## config.mk

```make
export PLATFORM = sky130hd
export DESIGN_NAME = rvm_ram
export DESIGN_NICKNAME = d
export VERILOG_FILES = /design/src/rtl/rvm_ram.sv
export SDC_FILE = /design/constraint.sdc
export NUM_CORES = 1
export LEC_CHECK = 0
export ABC_AREA = 1
export BUFFER_PORTS_ARGS = -buffer_cell sky130_fd_sc_hd__clkbuf_2
export CORE_MARGIN = 10
export CORE_UTILIZATION = 45
export DETAILED_ROUTE_END_ITERATION = 12
export HOLD_SLACK_MARGIN = 0.05
export PLACE_DENSITY = 0.59
export SYNTH_ARGS = -nofsm -noshare
export SYNTH_HDL_FRONTEND = slang
export SYNTH_SLANG_ARGS = --single-unit
export TNS_END_PERCENT = 50
```

## constraint.sdc

```tcl
create_clock -name clk -period 1.2 [get_ports clk]
set_input_delay 0.12 -clock clk [delete_from_list [all_inputs] [get_ports clk]]
set_output_delay 0.12 -clock clk [all_outputs]
set_load 0.02 [all_outputs]
```

## src/rtl/rvm_ram.sv

```systemverilog
// Generic single-write, single-read RAM with registered read data.
// No dependencies.
module rvm_ram #(
	parameter int WIDTH = 8,
	parameter int DEPTH = 16
) (
	input  logic                     clk,
	input  logic                     we,
	input  logic [$clog2(DEPTH)-1:0] waddr,
	input  logic [WIDTH-1:0]         wdata,
	input  logic [$clog2(DEPTH)-1:0] raddr,
	output logic [WIDTH-1:0]         rdata
);
	logic [WIDTH-1:0] mem_q [DEPTH];

	always_ff @(posedge clk) begin
		if (we) begin
			mem_q[waddr] <= wdata;
		end
		rdata <= mem_q[raddr];
	end
endmodule

```

== Yosys cells after proc, flatten, opt, wreduce, memory -nomap -nowiden ==
Memory sizes are Yosys's and may differ from the RTL's. A register that Yosys moved wholly into a read port is not among the register bits.
Cells that the tools add are included.

* Register bits after elaboration: 0
* RAM bits: 128
* Input bits: 18
* Output and inout bits: 8
* Memories: 1

{| class="wikitable"
|+ Memory list
! memory !! depth !! bits a word !! read ports !! clocked after Yosys merged registers in !! write ports !! RTL line !! RTL
|-
| mem_q || 16 || 8 || 1 || 1 || 1 || 14 || <nowiki>logic [WIDTH-1:0] mem_q [DEPTH];</nowiki>
|}

* Multiplexer cells: 2

{| class="wikitable"
|+ Operators with widths
! kind !! count
|-
| $mux W1 || 2
|}

== Longest topological paths before layout ==
Gate-level depths: netlist of the first run.

* Depth in word-level cells: 2
* Gate-level depth with buffers: 8

== Worst setup path after synthesis of the first run ==
OpenSTA, ideal clock, no wires.

* Path kind: input port to flip-flop
* Start point: input port waddr[2]
* End point: memory mem_q[10][0] (enable)
* Setup time: 0.370 ns
* Data arrival time: 0.701 ns
* Path slack: 0.129 ns
* Cell stages on the path: 2
* Path buffers: 0
* Cell sequence: nand3b_1 > nor2_1

{| class="wikitable"
|+ RTL lines
! item !! RTL line !! RTL
|-
| from (decl) || 9 || <nowiki>input logic [$clog2(DEPTH)-1:0] waddr,</nowiki>
|-
| to (decl) || 14 ||
|}

No word-level cell before the write port.

== Final worst setup path of the first run ==
* Start point: register rdata[7], read port of mem_q
* End point: output port rdata[7]

{| class="wikitable"
|+ RTL lines
! item !! RTL line !! RTL
|-
| from (decl) || 12 || <nowiki>output logic [WIDTH-1:0] rdata</nowiki>
|}

No word-level cell between the ends.

==> run summary, run 1 <==
status - completed
detailed placer's ending HPWL - 8.30 mm
Post-CTS Repair Setup Buffers - 0
final WL - 13.0 mm
# DRC - 0
min Tclk post-route - 1.10 ns
share of cells above drive strength 1 - 0.134
post-synthesis cell type count - 12
CP max-delay cell - dfxtp_1
Fin. Hold Viols - 0
Mean Syn Cell Area - 10.5 um^2
final setup fails - 0
DP Worst Slack - -0.0413 ns
Post-Syn Area - 5770 um^2
Leakage - 2.95 nW
R2R cell count - 6
Syn. warnings - 0
commonest non-fill, non-tap cell in the layout - nand2_1
worst-path cell chain - clkbuf_2
synth top area cells - edfxtp_1 67%, nand2_1 11%, nand3_1 8.4%
Critical Path Max Stage Delay - 0.36 ns
Yosys reg bits - 136
actual slew at the worst max-slew pin - 0.495 ns
CP Class - flip-flop to primary output
cts repair resizes - 0
Max clock buf depth - 2
drt wl/cell - 16.6 um
Buffers on Ports - 25
max-slew violations - 0
total track usage - 0.155
CTS HTree Levels - 4
Synth area leader - edfxtp_1
sequential area share after synthesis - 0.694
worst min-delay path class - input port to flip-flop
Worst Path Max Fanout - 1
unrepaired setup endpoints after global routing - no
CTS Buf Count - 17
cts hold-fix bufs - 0
P&R area growth vs syn - 17.2%
WHS Path Cells - 4
first-pass GRT wire length - 20.9 mm
Via density - 4.80
Synth top area share - 0.667
R2R setup slack - 0.16 ns
largest net degree at the start of global routing - 34
Worst slew margin - 0.670
CTS Sinks - 136
row cnt - 41
max_cap viols - 0
clk_lat worst skew - 0.42 ns
die footprint - 17700 um^2
fmax - 913 MHz
Worst Skew - 0.00751 ns
most frequent cells in the layout - 173 x nand2_1, 128 x edfxtp_1, 100 x inv_1, 97 x nand3_1, 25 x clkbuf_2
final setup TNS - 0 ns
antenna violations before repair - 0
vias in the first global route - 3820
fin crit share - 0.913
fill cell count - 1098
FF-to-FF Start - mem_q[4][4]
Iteration-0 DRC Markers - 278
Vias - 3767
grt total ovfl - 0
crit end category - primary output
Worst Hold Endpoint - rdata[5]
I/O Pins - 26
critical path arrival - 0.98 ns
drt pass-1 iters - 4
nets - 618
Setup crit start kind - flip-flop
DIE WIDTH - 133 um
clock transition time at the flip-flop clock pins of the worst setup and hold paths - 0.06 ns
Post-Syn Instances - 551
Initial Util - 0.459
Hold Crit Start - raddr[2]
ANT cells - 0
Critical Path RT - 1.08 ns
cell family contributing the most delay on the critical path - flip-flops
CP bufs+invs - 1
Die Y-Extent - 133 um
CTS tree - yes
Reg-to-Reg End - rdata[4]
Core ar. - 12600 um^2
Final Wtd Congestion - 0.938
final setup margin - 0.104 ns
pwr dens - 1590 nW/um^2
Worst VDD drop - 0.944 mV
Root Driver - clkbuf_16
Final ANT Viol Nets - 0
Syn Nets - 569
kinds of logic (layout without fill, tap and decap cells):
group	Yosys count	in the layout	share of synthesized area
and+or+nand+nor	289	289	0.210
DFF	136	136	0.694
buffers and inverters	126	188	0.0952
flip-flops by register name, summed over array words and instances, names as in the netlist:
| signal | flops |
|---|---|
| rdata | 8 |
| mem_q | 128 |
metal layers:
metal / track usage / vias to the layer above / routed length, um
met5: 0 / - / 0
met4: 0.0828 / 0 / 335
met3: 0.0387 / 23 / 653
met2: 0.241 / 74 / 6220
met1: 0.196 / 1795 / 5830
li1: - / 1875 / -
cell usage after synthesis, drive strengths merged:
| cell type | instances |
|---|---|
| buf | 24 |
| dfxtp | 8 |
| edfxtp | 128 |
| inv | 102 |
| nand2 | 173 |
| nand3 | 97 |
| nand3b | 2 |
| nor2 | 17 |
worst register-to-register path, cell delays in order (launching register included):
cell      delay (ns)
edfxtp_1        0.37
inv_1           0.08
nand2_1         0.05
nand3_1         0.09
nand3_1         0.12
nand3_1         0.16
nand2_1         0.07
metrics by stage:
stage	hold slack (ns)	power (mW)	util	std cells	area, um^2
6_report	0.103	10.7	0.538	785	6760
2_1_floorplan	0.219	5.85	-	551	5770
5_1_grt	0.132	11.1	0.538	785	6760
4_1_cts	0.102	10.8	0.538	785	6760
3_5_place_dp	0.545	6.17	0.496	753	6230
3_3_place_gp	0.537	6.16	0.496	753	6230
power by group:
group	leakage, nW	internal [mW]	switching [mW]
sequential	1.22	5.31	0.0346
combinational	1.47	0.228	0.491
clock	0.255	2.80	1.84
total	2.95	8.34	2.37
cell type report:
cell class                 count  area [um^2]  area share
clock buffer                  21          440      0.0652
clock inverter                11         82.6      0.0122
inverter                     102          383      0.0567
multi-input combinational    289         1210       0.180
sequential                   136         4000       0.593
tap                          172          215      0.0319
timing repair buffer          54          418      0.0619
worst max path at each step:
stage | from | to | slack [ns] | cells past startpoint
after floorplan | waddr[2] | mem_q[10][0] | 0.13 | 2
after detailed placement | raddr[0] | rdata[4] | -0.04 | 7
after global placement | raddr[0] | rdata[4] | -0.01 | 7
after global routing | rdata[0] | rdata[0] | 0.06 | 1
final | rdata[7] | rdata[7] | 0.10 | 1
after CTS | rdata[7] | rdata[7] | 0.08 | 1
Power figures use the tool's default switching activity.
==> inputs of run 2 (changes only) <==
--- a/config.mk
+++ b/config.mk
@@ -11,7 +11,6 @@
 export CORE_UTILIZATION = 45
 export DETAILED_ROUTE_END_ITERATION = 12
 export HOLD_SLACK_MARGIN = 0.05
-export PLACE_DENSITY = 0.59
 export SYNTH_ARGS = -nofsm -noshare
 export SYNTH_HDL_FRONTEND = slang
 export SYNTH_SLANG_ARGS = --single-unit
==> constraint.sdc (replaced) <==
create_clock -name clk -period 0.9 [get_ports clk]
set_input_delay 0.09 -clock clk [delete_from_list [all_inputs] [get_ports clk]]
set_output_delay 0.09 -clock clk [all_outputs]
set_load 0.02 [all_outputs]
==> run summary, run 2 (synthesis results as in run 1) <==
largest net degree at the start of global routing - 35
final setup fails - 14
total track usage - 0.158
CTS HTree Levels - 4
Crit. path cell count - 1
row cnt - 41
drt wl/cell - 16.9 um
Die Y-Extent - 133 um
worst min-delay path class - input port to flip-flop
Leakage - 3.08 nW
most frequent cells in the layout - 172 x nand2_1, 128 x edfxtp_1, 98 x inv_1, 68 x nand3_1, 29 x nand3_2
Critical Path RT - 0.81 ns
vias in the first global route - 3881
Setup crit start kind - flip-flop
status - complete, but fails checks
final WL - 13.3 mm
Iteration-0 DRC Markers - 380
# DRC - 0
CTS Buf Count - 17
Worst Skew - 0.00525 ns
Buffers on Ports - 25
CP bufs+invs - 1
cell family contributing the most delay on the critical path - flip-flops
min Tclk post-route - 0.989 ns
grt total ovfl - 0
crit end category - primary output
DIE WIDTH - 133 um
clock transition time at the flip-flop clock pins of the worst setup and hold paths - 0.05 ns
Layout Utilization - 0.566
DP Worst Slack - -0.302 ns
Critical Path Max Stage Delay - 0.36 ns
fill cell count - 1076
drt pass-1 iters - 5
Worst VDD drop - 1.13 mV
Vias - 3866
Initial Util - 0.459
beginning of the critical path - rdata[6]
critical path arrival - 0.90 ns
gr busiest metal - met2
unrepaired setup endpoints after global routing - yes
nets - 621
R2R cell count - 6
CP max-delay cell - dfxtp_2
area of the multi-input gates - 1390 um^2
Worst slew margin - 0.702
worst-path cell chain - buf_8
P&R area growth vs syn - 23.3%
critical path endpoint - rdata[6]
clk_lat worst skew - 0.42 ns
share of cells above drive strength 1 - 0.218
fin crit share - 1.10
FF-to-FF Start - mem_q[6][5]
Core ar. - 12600 um^2
pwr dens - 2070 nW/um^2
final setup margin - -0.0895 ns
Root Driver - clkbuf_16
Final Wtd Congestion - 0.907
max-slew violations - 0
Post-CTS Repair Setup Buffers - 0
fmax - 1010 MHz
max FFs per register - 128
register area - 4010 um^2
detailed placer's ending HPWL - 8.51 mm
max_cap viols - 0
GR Layer Usage met1 - 0.194
Max clock buf depth - 2
CTS Sinks - 136
R2R setup slack - -0.05 ns
I/O Pins - 26
Via density - 4.91
CTS tree - yes
dpl cell area - 6320 um^2
die footprint - 17700 um^2
Worst Path Max Fanout - 1
Fin. Hold Viols - 0
met3 Resource Use GR - 0.0361
GR Layer Usage met2 - 0.256
Largest Register - mem_q
Reg-to-Reg End - rdata[5]
commonest non-fill, non-tap cell in the layout - nand2_1
WHS - 0.0638 ns
failing checks - setup timing
ANT cells - 0
CP Class - flip-flop to primary output
first-pass GRT wire length - 21.1 mm
antenna violations before repair - 0
Top Registers - mem_q x128, rdata x8
actual slew at the worst max-slew pin - 0.447 ns
Final ANT Viol Nets - 0
Design Area, Final - 7110 um^2
## run 2: cell count changes in the layout (fill, tap and decap cells not counted), sizes merged
cell	previous run	this run
bufinv	1	0
buf	29	35
clkbuf	46	51
clkinvlp	2	0
clkinv	8	2
## run 2: worst min-delay path by stage
stage,endpoint,cells after the start,start
after floorplan,mem_q[0][0],0,wdata[0]
after global placement,rdata[4],1,rdata[4]
after detailed placement,rdata[4],1,rdata[4]
after CTS,rdata[6],4,raddr[2]
after global routing,rdata[6],4,raddr[2]
final,rdata[6],4,raddr[2]
## run 2: cell type report
type / instances / area share
timing repair buffer: 57 / 0.0776
inverter: 102 / 0.0538
clock buffer: 29 / 0.0774
sequential: 136 / 0.564
multi-input combinational: 289 / 0.195
tap: 172 / 0.0303
clock inverter: 2 / 0.00141
## run 2: routing by layer
layer,vias up,wire (um)
met5,-,0
met4,0,345
met3,21,705
met2,119,6530
met1,1851,5720
li1,1875,-
## run 2: stage by stage
step	instances	power, mW	TNS (ns)
floorplan	551	7.81	-11.76
detailed placement	756	8.27	-27.54
CTS	787	14.8	-0.964
global placement	756	8.25	-24.18
finish	787	14.7	-0.788
global route	787	15.2	-1.51
## run 2: timing repair
item / in CTS / in global routing
hold endpoints to repair: 0 / 0
pin swaps: 7 / 4
setup endpoints to repair: 16 / 16
hold buffers: 0 / 0
gates resized for setup: 45 / 14
## run 2: worst min-delay path: stages
cell and delay (ns):
clkbuf_2 0.14, nand3_2 0.10, nand3_2 0.08, nand2_1 0.06
## run 2: power breakdown
group / switching (mW) / total [mW] / internal, mW
Sequential: 0.0554 / 7.15 / 7.10
Clock: 2.38 / 6.46 / 4.08
Combinational: 0.711 / 1.12 / 0.413
